**src/sv/lca_pkg.sv**
```systemverilog
package lca_pkg;

  // Port field widths
  localparam int OP_W   = 2;
  localparam int IDX_W  = 5;
  localparam int SIZE_W = 6;
  localparam int GEN_W  = 16;

  localparam logic [SIZE_W-1:0] SIZE_RESET = 6'd20;

  // B3/S23 thresholds
  localparam logic [3:0] BIRTH_COUNT = 4'd3;
  localparam logic [3:0] SURVIVE_LOW = 4'd2;

  typedef enum logic [OP_W-1:0] {
    OP_WRITE = 2'd0,
    OP_STEP  = 2'd1,
    OP_READ  = 2'd2,
    OP_CLEAR = 2'd3
  } op_t;

  // Next state of one cell from its eight neighbours
  function automatic logic cell_next(input logic [7:0] nb, input logic live);
    logic [3:0] cnt;
    cnt = '0;
    for (int i = 0; i < 8; i++) begin
      cnt = cnt + 4'(nb[i]);
    end
    return (cnt == BIRTH_COUNT) || ((cnt == SURVIVE_LOW) && live);
  endfunction

endpackage

```
**src/sv/lca_row_next.sv**
```systemverilog
// One generation for a whole row from a three-row window; no wrap at the edges.
module lca_row_next
  import lca_pkg::*;
#(
  parameter int W = 32
) (
  input  logic [W-1:0] up,
  input  logic [W-1:0] mid,
  input  logic [W-1:0] dn,
  input  logic [W-1:0] span,
  output logic [W-1:0] nxt
);

  logic [W+1:0] up_x;
  logic [W+1:0] mid_x;
  logic [W+1:0] dn_x;

  // zero guard column on each side
  assign up_x  = {1'b0, up,  1'b0};
  assign mid_x = {1'b0, mid, 1'b0};
  assign dn_x  = {1'b0, dn,  1'b0};

  for (genvar c = 0; c < W; c++) begin : g_col
    logic [7:0] nb;
    assign nb = {up_x[c], up_x[c+1], up_x[c+2],
                 mid_x[c],           mid_x[c+2],
                 dn_x[c], dn_x[c+1], dn_x[c+2]};
    // columns beyond the size in use stay dead
    assign nxt[c] = span[c] & cell_next(nb, mid[c]);
  end

endmodule

```
**src/sv/life_cellular_automaton_grid.sv**
```systemverilog
// Game of Life grid, rule B3/S23, with one-bit cells held one row to a memory
// word. Pulse start with op, row, column and alive while busy is low; the item
// is taken on that edge. Every item gives exactly one result: done is high for
// a single cycle with cell_alive and generation, and the receiver must take it
// then, as there is no way to hold it off. Write and read raise done from
// S_CELL, clear from idle. A step reads the n rows in use (n being min of
// grid_size and GRID_SIZE) and one dead row below them: the step sweeps the
// grid one row per cycle through a three-row window, bound by the single read
// port of the row memory. A new item can be taken in the cycle that done is
// high. Writing grid_size (cfg_valid/cfg_ready, only while idle) starts a
// sweep over the rows in use that kills every cell outside the new size; busy
// stays high during it. Reset leaves all cells dead and needs no clearing
// pass: each row carries a valid bit, and a row not yet written reads as dead.
module life_cellular_automaton_grid
  import lca_pkg::*;
#(
  parameter int GRID_SIZE = 32
) (
  input  logic              clk,
  input  logic              rst,
  // item channel
  input  logic              start,
  output logic              busy,
  input  logic [OP_W-1:0]   op,
  input  logic [IDX_W-1:0]  row,
  input  logic [IDX_W-1:0]  column,
  input  logic              alive,
  // result channel
  output logic              done,
  output logic              cell_alive,
  output logic [GEN_W-1:0]  generation,
  // grid_size register
  input  logic              cfg_valid,
  output logic              cfg_ready,
  input  logic [SIZE_W-1:0] cfg_data
);

  localparam int RW = $clog2(GRID_SIZE);       // row / column address
  localparam int CW = $clog2(GRID_SIZE + 1);   // counts up to the size itself
  localparam int SW = (CW > SIZE_W) ? CW : SIZE_W;

  typedef enum logic [3:0] {
    S_IDLE = 4'b0001,
    S_CELL = 4'b0010,   // read-modify-write of one row for write / read
    S_STEP = 4'b0100,   // generation sweep
    S_SIZE = 4'b1000    // trim sweep after a size change
  } state_t;

  state_t                state;
  logic [SIZE_W-1:0]     grid_size;
  logic [GEN_W-1:0]      gen_count;
  logic [GRID_SIZE-1:0]  row_valid;

  // row memory: one word per grid row, bit c is column c
  logic [GRID_SIZE-1:0]  mem [GRID_SIZE];
  logic [GRID_SIZE-1:0]  rdata;
  logic                  rd_ok;

  // sweep control
  logic [CW-1:0]         iss;       // next row to read
  logic                  iss_done;
  logic                  rd_pend;   // rdata belongs to row rd_idx
  logic [CW-1:0]         rd_idx;
  logic [GRID_SIZE-1:0]  up;
  logic [GRID_SIZE-1:0]  mid;

  // captured item
  logic                  op_wr;
  logic [RW-1:0]         row_q;
  logic [RW-1:0]         col_q;
  logic                  alive_q;
  logic                  inside_q;
  logic                  cell_q;

  // memory port controls
  logic                  rd_en;
  logic                  rd_gate;
  logic [RW-1:0]         raddr;
  logic                  we;
  logic [RW-1:0]         waddr;
  logic [GRID_SIZE-1:0]  wdata;

  logic [CW-1:0]         n_use;
  logic [GRID_SIZE-1:0]  span_mask;
  logic [GRID_SIZE-1:0]  cur;
  logic [GRID_SIZE-1:0]  row_new;
  logic                  in_grid;
  logic                  accept;
  logic                  cfg_wr;
  logic [SW-1:0]         gs_ext;

  // size in use, limited to what the memory holds
  assign gs_ext = SW'(grid_size);
  assign n_use  = (gs_ext < SW'(GRID_SIZE)) ? CW'(gs_ext) : CW'(GRID_SIZE);

  // rows and columns below the size in use; the grid is square
  for (genvar i = 0; i < GRID_SIZE; i++) begin : g_span
    assign span_mask[i] = (i < int'(n_use));
  end

  assign in_grid = (SW'(row) < SW'(n_use)) && (SW'(column) < SW'(n_use));

  assign busy      = (state != S_IDLE);
  assign accept    = start && !busy;
  assign cfg_ready = (state == S_IDLE) && !start;
  assign cfg_wr    = cfg_valid && cfg_ready;

  // a row never written since reset, clear or trim reads as dead
  assign cur = rd_ok ? rdata : '0;

  lca_row_next #(
    .W (GRID_SIZE)
  ) u_row_next (
    .up   (up),
    .mid  (mid),
    .dn   (cur),
    .span (span_mask),
    .nxt  (row_new)
  );

  // Port steering. During a sweep the read runs ahead of the write (two rows in
  // a step, one row in a trim), so the two never meet on the same word.
  always_comb begin
    rd_en   = 1'b0;
    rd_gate = 1'b0;
    raddr   = '0;
    we      = 1'b0;
    waddr   = '0;
    wdata   = '0;
    unique case (state)
      S_IDLE: begin
        if (accept && ((op_t'(op) == OP_WRITE) || (op_t'(op) == OP_READ))) begin
          rd_en   = 1'b1;
          rd_gate = in_grid;
          raddr   = RW'(row);
        end
      end
      S_CELL: begin
        if (op_wr && inside_q) begin
          we           = 1'b1;
          waddr        = row_q;
          wdata        = cur;
          wdata[col_q] = alive_q;
        end
      end
      S_STEP: begin
        // one extra read past the last row feeds the dead row below it
        if (!iss_done) begin
          rd_en   = 1'b1;
          rd_gate = (iss < n_use);
          raddr   = RW'(iss);
        end
        if (rd_pend && (rd_idx != '0)) begin
          we    = 1'b1;
          waddr = RW'(rd_idx - 1'b1);
          wdata = row_new;
        end
      end
      S_SIZE: begin
        if (iss < n_use) begin
          rd_en   = 1'b1;
          rd_gate = 1'b1;
          raddr   = RW'(iss);
        end
        if (rd_pend) begin
          we    = 1'b1;
          waddr = RW'(rd_idx);
          wdata = cur & span_mask;
        end
      end
      default: begin
        rd_en = 1'b0;
      end
    endcase
  end

  // row memory, registered read
  always_ff @(posedge clk) begin
    if (we) begin
      mem[waddr] <= wdata;
    end
    rdata <= mem[raddr];
  end

  always_ff @(posedge clk) begin
    if (rst) begin
      state     <= S_IDLE;
      grid_size <= SIZE_RESET;
      gen_count <= '0;
      row_valid <= '0;
      done      <= 1'b0;
      cell_q    <= 1'b0;
      rd_ok     <= 1'b0;
      iss       <= '0;
      iss_done  <= 1'b0;
      rd_pend   <= 1'b0;
      rd_idx    <= '0;
      up        <= '0;
      mid       <= '0;
      op_wr     <= 1'b0;
      row_q     <= '0;
      col_q     <= '0;
      alive_q   <= 1'b0;
      inside_q  <= 1'b0;
    end else begin
      done  <= 1'b0;
      rd_ok <= rd_en && rd_gate && row_valid[raddr];
      if (we) begin
        row_valid[waddr] <= 1'b1;
      end
      unique case (state)
        S_IDLE: begin
          if (accept) begin
            op_wr    <= (op_t'(op) == OP_WRITE);
            row_q    <= RW'(row);
            col_q    <= RW'(column);
            alive_q  <= alive;
            inside_q <= in_grid;
            unique case (op_t'(op))
              OP_WRITE, OP_READ: begin
                state <= S_CELL;
              end
              OP_STEP: begin
                state    <= S_STEP;
                iss      <= '0;
                iss_done <= 1'b0;
                rd_pend  <= 1'b0;
                up       <= '0;
                mid      <= '0;
              end
              OP_CLEAR: begin
                // dropping every valid bit empties the grid without a sweep
                row_valid <= '0;
                gen_count <= '0;
                cell_q    <= 1'b0;
                done      <= 1'b1;
              end
              default: begin
                state <= S_IDLE;
              end
            endcase
          end else if (cfg_wr) begin
            grid_size <= cfg_data;
            state     <= S_SIZE;
            iss       <= '0;
            rd_pend   <= 1'b0;
          end
        end
        S_CELL: begin
          // outside the size a write is dropped and both ops return dead
          cell_q <= inside_q & (op_wr ? alive_q : cur[col_q]);
          done   <= 1'b1;
          state  <= S_IDLE;
        end
        S_STEP: begin
          if (!iss_done) begin
            iss      <= iss + 1'b1;
            iss_done <= (iss == n_use);
          end
          rd_pend <= !iss_done;
          rd_idx  <= iss;
          if (rd_pend) begin
            // slide the window down one row
            up  <= mid;
            mid <= cur;
            if (rd_idx == n_use) begin
              gen_count <= gen_count + 1'b1;
              cell_q    <= 1'b0;
              done      <= 1'b1;
              state     <= S_IDLE;
            end
          end
        end
        S_SIZE: begin
          if (iss < n_use) begin
            iss <= iss + 1'b1;
          end
          rd_pend <= (iss < n_use);
          rd_idx  <= iss;
          if (!(iss < n_use) && !rd_pend) begin
            // rows at or past the new size become dead
            row_valid <= row_valid & span_mask;
            state     <= S_IDLE;
          end
        end
        default: begin
          state <= S_IDLE;
        end
      endcase
    end
  end

  assign cell_alive = cell_q;
  assign generation = gen_count;

  // a sweep never writes the word it is reading in the same cycle
  a_no_rw_clash: assert property (@(posedge clk) disable iff (rst)
    (we && rd_en) |-> (waddr != raddr))
    else $error("row memory read and write hit the same word");

  // nothing is ever written outside the size in use
  a_write_in_span: assert property (@(posedge clk) disable iff (rst)
    we |-> (SW'(waddr) < SW'(n_use)))
    else $error("row write outside the size in use");

  // the generation count only moves with a result beat
  a_gen_with_done: assert property (@(posedge clk) disable iff (rst)
    !$stable(gen_count) |-> done)
    else $error("generation changed without a result");

  // a result beat always leaves the block ready for the next item
  a_done_idle: assert property (@(posedge clk) disable iff (rst)
    done |-> !busy)
    else $error("result shown while still busy");

endmodule

```
**config.mk**
```make
export PLATFORM = sky130hd
export DESIGN_NAME = life_cellular_automaton_grid
export DESIGN_NICKNAME = d
export VERILOG_FILES = /design/src/sv/lca_pkg.sv /design/src/sv/lca_row_next.sv /design/src/sv/life_cellular_automaton_grid.sv
export SDC_FILE = /design/constraint.sdc
export NUM_CORES = 2
export LEC_CHECK = 0
export BUFFER_PORTS_ARGS = -buffer_cell sky130_fd_sc_hd__buf_2
export CORE_AREA = 2 2 329 331
export DETAILED_ROUTE_END_ITERATION = 8
export DIE_AREA = 0 0 331 333
export GPL_TIMING_DRIVEN = 0
export PLACE_DENSITY = 0.7
export SKIP_LAST_GASP = 1
export SLEW_MARGIN = 30
export SYNTH_ARGS = -nofsm -noshare
export SYNTH_HDL_FRONTEND = slang
export SYNTH_HIERARCHICAL = 1
export SYNTH_SLANG_ARGS = --single-unit
```
**constraint.sdc**
```tcl
create_clock -name clk -period 5.5 [get_ports clk]
set_input_delay 0.55 -clock clk [delete_from_list [all_inputs] [get_ports clk]]
set_output_delay 0.55 -clock clk [all_outputs]
set_load 0.02 [all_outputs]
```
==> impl_metrics.prom <==
# TYPE chip_impl_metric gauge
chip_impl_metric{name="synthArstFlopShare",unit="%"} 0
chip_impl_info{name="root_buffer",value="sky130_fd_sc_hd__clkbuf_16"} 1
chip_impl_metric{name="slew_headroom",unit="%"} 29.2
chip_impl_metric{name="fmax",unit="GHz"} 0.182
chip_impl_metric{name="yosysSeqAreaShare",unit="%"} 62.7
chip_impl_metric{name="worst_slack",unit="ns"} -0.00363
chip_impl_metric{name="syn_area_per_cell",unit="sq um"} 11.8
chip_impl_metric{name="worst_clock_skew",unit="ns"} 0.0338
chip_impl_info{name="failing_checks",value="negative setup slack"} 1
chip_impl_metric{name="yosysWarningCount",unit=""} 6
chip_impl_metric{name="whs",unit="ns"} 0.0750
chip_impl_metric{name="initial_core_util",unit="%"} 51.5
chip_impl_info{name="result_of_the_run",value="complete, but fails checks"} 1
chip_impl_metric{name="grtUsageMet3",unit="%"} 7.19
chip_impl_metric{name="post-synth-top-area-fraction",unit="%"} 56.0
chip_impl_metric{name="route.detailed.drc",unit=""} 0
chip_impl_metric{name="viasPerCell",unit=""} 6.30
chip_impl_metric{name="dr.first_iter.drc_count",unit=""} 5467
chip_impl_metric{name="gr_usage_total",unit="%"} 32.3
chip_impl_metric{name="cts_buffer_depth",unit=""} 3
chip_impl_metric{name="drive_gt1_share",unit="%"} 10.5
chip_impl_metric{name="first_global_vias",unit=""} 38400
chip_impl_metric{name="number_of_enable_flip_flop_cells_after_synthesis",unit=""} 1024
chip_impl_metric{name="dieHeight",unit="um"} 333
chip_impl_metric{name="critical_path_required_time",unit="ns"} 6.06
chip_impl_metric{name="worst-slew-pin-transition",unit="ns"} 1.06
chip_impl_metric{name="synthesis.area",unit="sq um"} 54900
chip_impl_info{name="critPathCaptureType",value="flip-flop"} 1
chip_impl_metric{name="final_period_minus_worst_setup_slack",unit="ns"} 5.50
chip_impl_metric{name="grt_pass1_wl",unit="um"} 258000
chip_impl_info{name="synth_most_common_cell",value="sky130_fd_sc_hd__edfxtp_1"} 1
chip_impl_metric{name="io_buffers",unit=""} 39
chip_impl_metric{name="ir_drop",unit="mV"} 0.298
chip_impl_metric{name="power.density_cell_area",unit="nW/um^2"} 305
chip_impl_metric{name="static-leakage-power",unit="nW"} 22.2
chip_impl_info{name="worst_path_most_repeated_cell",value="sky130_fd_sc_hd__clkbuf_1"} 1
chip_impl_metric{name="final-setup-viol-count",unit=""} 1
chip_impl_metric{name="routed_antenna_nets",unit=""} 0
chip_impl_metric{name="finalPower",unit="mW"} 19.4
chip_impl_metric{name="grt_antenna_before_repair",unit=""} 16
chip_impl_info{name="setup_repair_after_global_routing_missed_its_margin",value="true"} 1
chip_impl_metric{name="placeableCoreArea",unit="sq um"} 107000
chip_impl_metric{name="grt_overflow_total",unit=""} 0
chip_impl_metric{name="largest_net_degree_at_the_start_of_global_routing",unit=""} 33
chip_impl_metric{name="min_delay_path_depth",unit=""} 3
chip_impl_metric{name="gp_routability_congestion",unit=""} 1.04
chip_impl_metric{name="timing.max_cap.violations",unit=""} 0
chip_impl_info{name="critical_path.startpoint_type",value="flip-flop"} 1
chip_impl_info{name="critical_path_cell_with_the_highest_stage_delay",value="sky130_fd_sc_hd__nor4_2"} 1
chip_impl_metric{name="cts.reportedPaths.clkPinSlew",unit="ns"} 0.06
chip_impl_info{name="tightest_hold_check_type",value="primary input to flip-flop"} 1
chip_impl_metric{name="cts_hold_buf",unit=""} 0
chip_impl_metric{name="synth-seq-cells",unit=""} 1208
chip_impl_metric{name="final-hold-violation-count",unit=""} 0
chip_impl_metric{name="placement_rows",unit=""} 120
chip_impl_metric{name="instance_count_of_the_mapped_netlist",unit=""} 4638
chip_impl_metric{name="hpwl_detailed",unit="um"} 130000
chip_impl_metric{name="route.detailed.wl_per_inst",unit="um"} 28.1
chip_impl_metric{name="area_delta_synth_final",unit="%"} 15.6
chip_impl_metric{name="layout.nets",unit=""} 5131
chip_impl_metric{name="worst_setup_slack_before_clock_tree_synthesis",unit="ns"} -0.830
chip_impl_metric{name="cts_made_buffers",unit=""} 120
chip_impl_metric{name="dieArea",unit="sq um"} 110000
chip_impl_info{name="cell_taking_the_most_area_after_synthesis",value="sky130_fd_sc_hd__edfxtp_1"} 1
chip_impl_metric{name="worstPathMaxFanout",unit=""} 10
chip_impl_metric{name="tns",unit="ns"} -0.00363
chip_impl_info{name="crit_path_cell_trace",value="clkbuf_1 -> clkbuf_1 -> nand2_1 -> ha_1 -> nand3_1 -> a21oi_1 -> o211a_1 -> buf_2 -> buf_1 -> clkbuf_1 -> nand2_1 -> a31oi_1 -> o22ai_2 -> nor4_2"} 1
chip_impl_metric{name="synth.distinct_cells",unit=""} 70
chip_impl_metric{name="arrival",unit="ns"} 6.06
chip_impl_metric{name="design.portCount",unit=""} 43
chip_impl_info{name="critical_path_class",value="flip-flop to flip-flop"} 1
chip_impl_metric{name="grt_use_met1",unit="%"} 43.1
chip_impl_info{name="netlist_top_cells_area",value="sky130_fd_sc_hd__edfxtp_1, sky130_fd_sc_hd__dfxtp_1, sky130_fd_sc_hd__nand2_1, sky130_fd_sc_hd__fa_1, sky130_fd_sc_hd__and3_1"} 1
chip_impl_info{name="ys.flop_type",value="sky130_fd_sc_hd__edfxtp_1"} 1
chip_impl_metric{name="final_max_slew_viol_count",unit=""} 0
chip_impl_metric{name="numClockSinks",unit=""} 1208
chip_impl_metric{name="timing.critical_path.slowest_cell_delay",unit="ns"} 0.74
chip_impl_metric{name="worst-r2r-setup-slack",unit="ns"} -0.004
chip_impl_metric{name="cts_htree_levels",unit=""} 3
chip_impl_metric{name="worst_skew_pair.late_latency",unit="ns"} 0.74
chip_impl_metric{name="placed_cells",unit=""} 6152
chip_impl_metric{name="finalNonFillerCells",unit=""} 6381
chip_impl_info{name="synth.top_cells.by_count",value="sky130_fd_sc_hd__edfxtp_1, sky130_fd_sc_hd__nand2_1, sky130_fd_sc_hd__inv_1, sky130_fd_sc_hd__and3_1, sky130_fd_sc_hd__clkbuf_1"} 1
chip_impl_metric{name="fin_crit_sh",unit="%"} 100
chip_impl_metric{name="via_count",unit=""} 40200
chip_impl_metric{name="worstRegToRegCells",unit=""} 14
chip_impl_info{name="grt_busiest_layer",value="met2"} 1
chip_impl_metric{name="drt-total-wl",unit="um"} 179000
chip_impl_metric{name="synthesis.nets",unit=""} 4895
chip_impl_info{name="tritoncts",value="done"} 1
chip_impl_metric{name="die_w",unit="um"} 331
chip_impl_metric{name="globalRouteMet2Util",unit="%"} 48.5
chip_impl_metric{name="detailedRoute.firstPassIterationCount",unit=""} 6
==> registers in the layout (all words and copies together), names as in the netlist, 4 cells and up <==
| signal | count |
|---|---|
| mem | 1024 |
| mid | 32 |
| rdata | 32 |
| row_valid | 32 |
| up | 32 |
| generation | 16 |
| grid_size | 6 |
| iss | 6 |
| rd_idx | 6 |
| col_q | 5 |
| row_q | 5 |
| state | 4 |
==> routing by layer <==
layer | vias up | share of wire (%)
li1 | 17500 | -
met1 | 19800 | 38
met2 | 2400 | 44
met3 | 502 | 10
met4 | 8 | 6.9
met5 | - | 0.030
==> where the power goes <==
group | switching, mW | internal (mW) | total (mW)
Combinational | 0.929 | 0.338 | 1.27
Sequential | 0.0382 | 9.84 | 9.88
Clock | 3.57 | 4.65 | 8.23
==> worst max-delay path: cells and delay by family, from the launching register on <==
kind	cells	cell delay [ns]
buffers and inverters	5	2.24
and+or+nand+nor	4	1.26
AOI/OAI and AO/OA	4	1.14
adders and majority gates	1	0.36
DFF	1	0.31
==> cell usage in the layout (no fill, tap or decap), drive strengths merged, types with 5 or more instances in the layout <==
master / instances
clkbuf: 407
o21ai: 80
a211oi: 203
edfxtp: 1024
a21o: 14
nor4: 33
a22oi: 76
clkinvlp: 12
mux2: 5
inv: 293
and3: 261
buf: 175
nor4b: 5
o211ai: 36
a21oi: 157
a221oi: 5
xor2: 17
mux2i: 41
o22ai: 65
nor3: 13
clkinv: 43
a32oi: 33
a31oi: 216
dfxtp: 184
nand3b: 5
or2: 32
xnor2: 5
nand2b: 11
nand3: 51
nand4: 7
nand2: 896
fa: 124
a311oi: 62
nor2b: 12
a31o: 6
nor2: 170
ha: 110
bufinv: 12
and2: 20
==> path summary, 6_finish.rpt <==
kind / startpoint / end
setup / recovery: grid_size[4] / rdata[18]
hold / removal: alive / alive_q
setup reg to reg: grid_size[4] / rdata[18]
hold reg to reg: row_q[1] / row_q[1]
==> per-stage QoR <==
stage	util, %	cell area (sq um)
6_report	59.6	63500
5_1_grt	59.6	63500
4_1_cts	59.4	63300
3_3_place_gp	53.4	56900
3_5_place_dp	55.6	59200
2_1_floorplan	-	54900
==> what timing repair did <==
action,CTS,global route
pin swaps,1,1
endpoints found under the hold margin,0,0
buffers inserted,2,1
setup endpoints to repair,33,30
gates resized for setup,36,56
==> cell type report <==
class	count	area, sq um
Fill cell	8279	43100
Timing Repair Buffer	114	2010
Antenna cell	3	7.51
Clock inverter	70	716
Clock buffer	153	3190
Sequential cell	1208	34400
Buffer	315	1300
Tap cell	1403	1760
Multi-Input combinational cell	2825	19000
Inverter	290	1090
==> logic make-up (layout without fill, tap and decap cells) <==
family | after synthesis | after routing | share of synthesized area, %
AND/OR/NAND/NOR | 1531 | 1531 | 12.6
flip-flops | 1208 | 1208 | 62.7
AO/OA/AOI/OAI | 988 | 988 | 12.1
buffers and inverters | 605 | 942 | 4.27
adder cells (fa/ha/maj) | 234 | 234 | 7.02
multiplexers | 50 | 50 | 1.01
XOR/XNOR | 22 | 22 | 0.351
other | 0 | 3 | 0
Power figures use the tool's default switching activity.
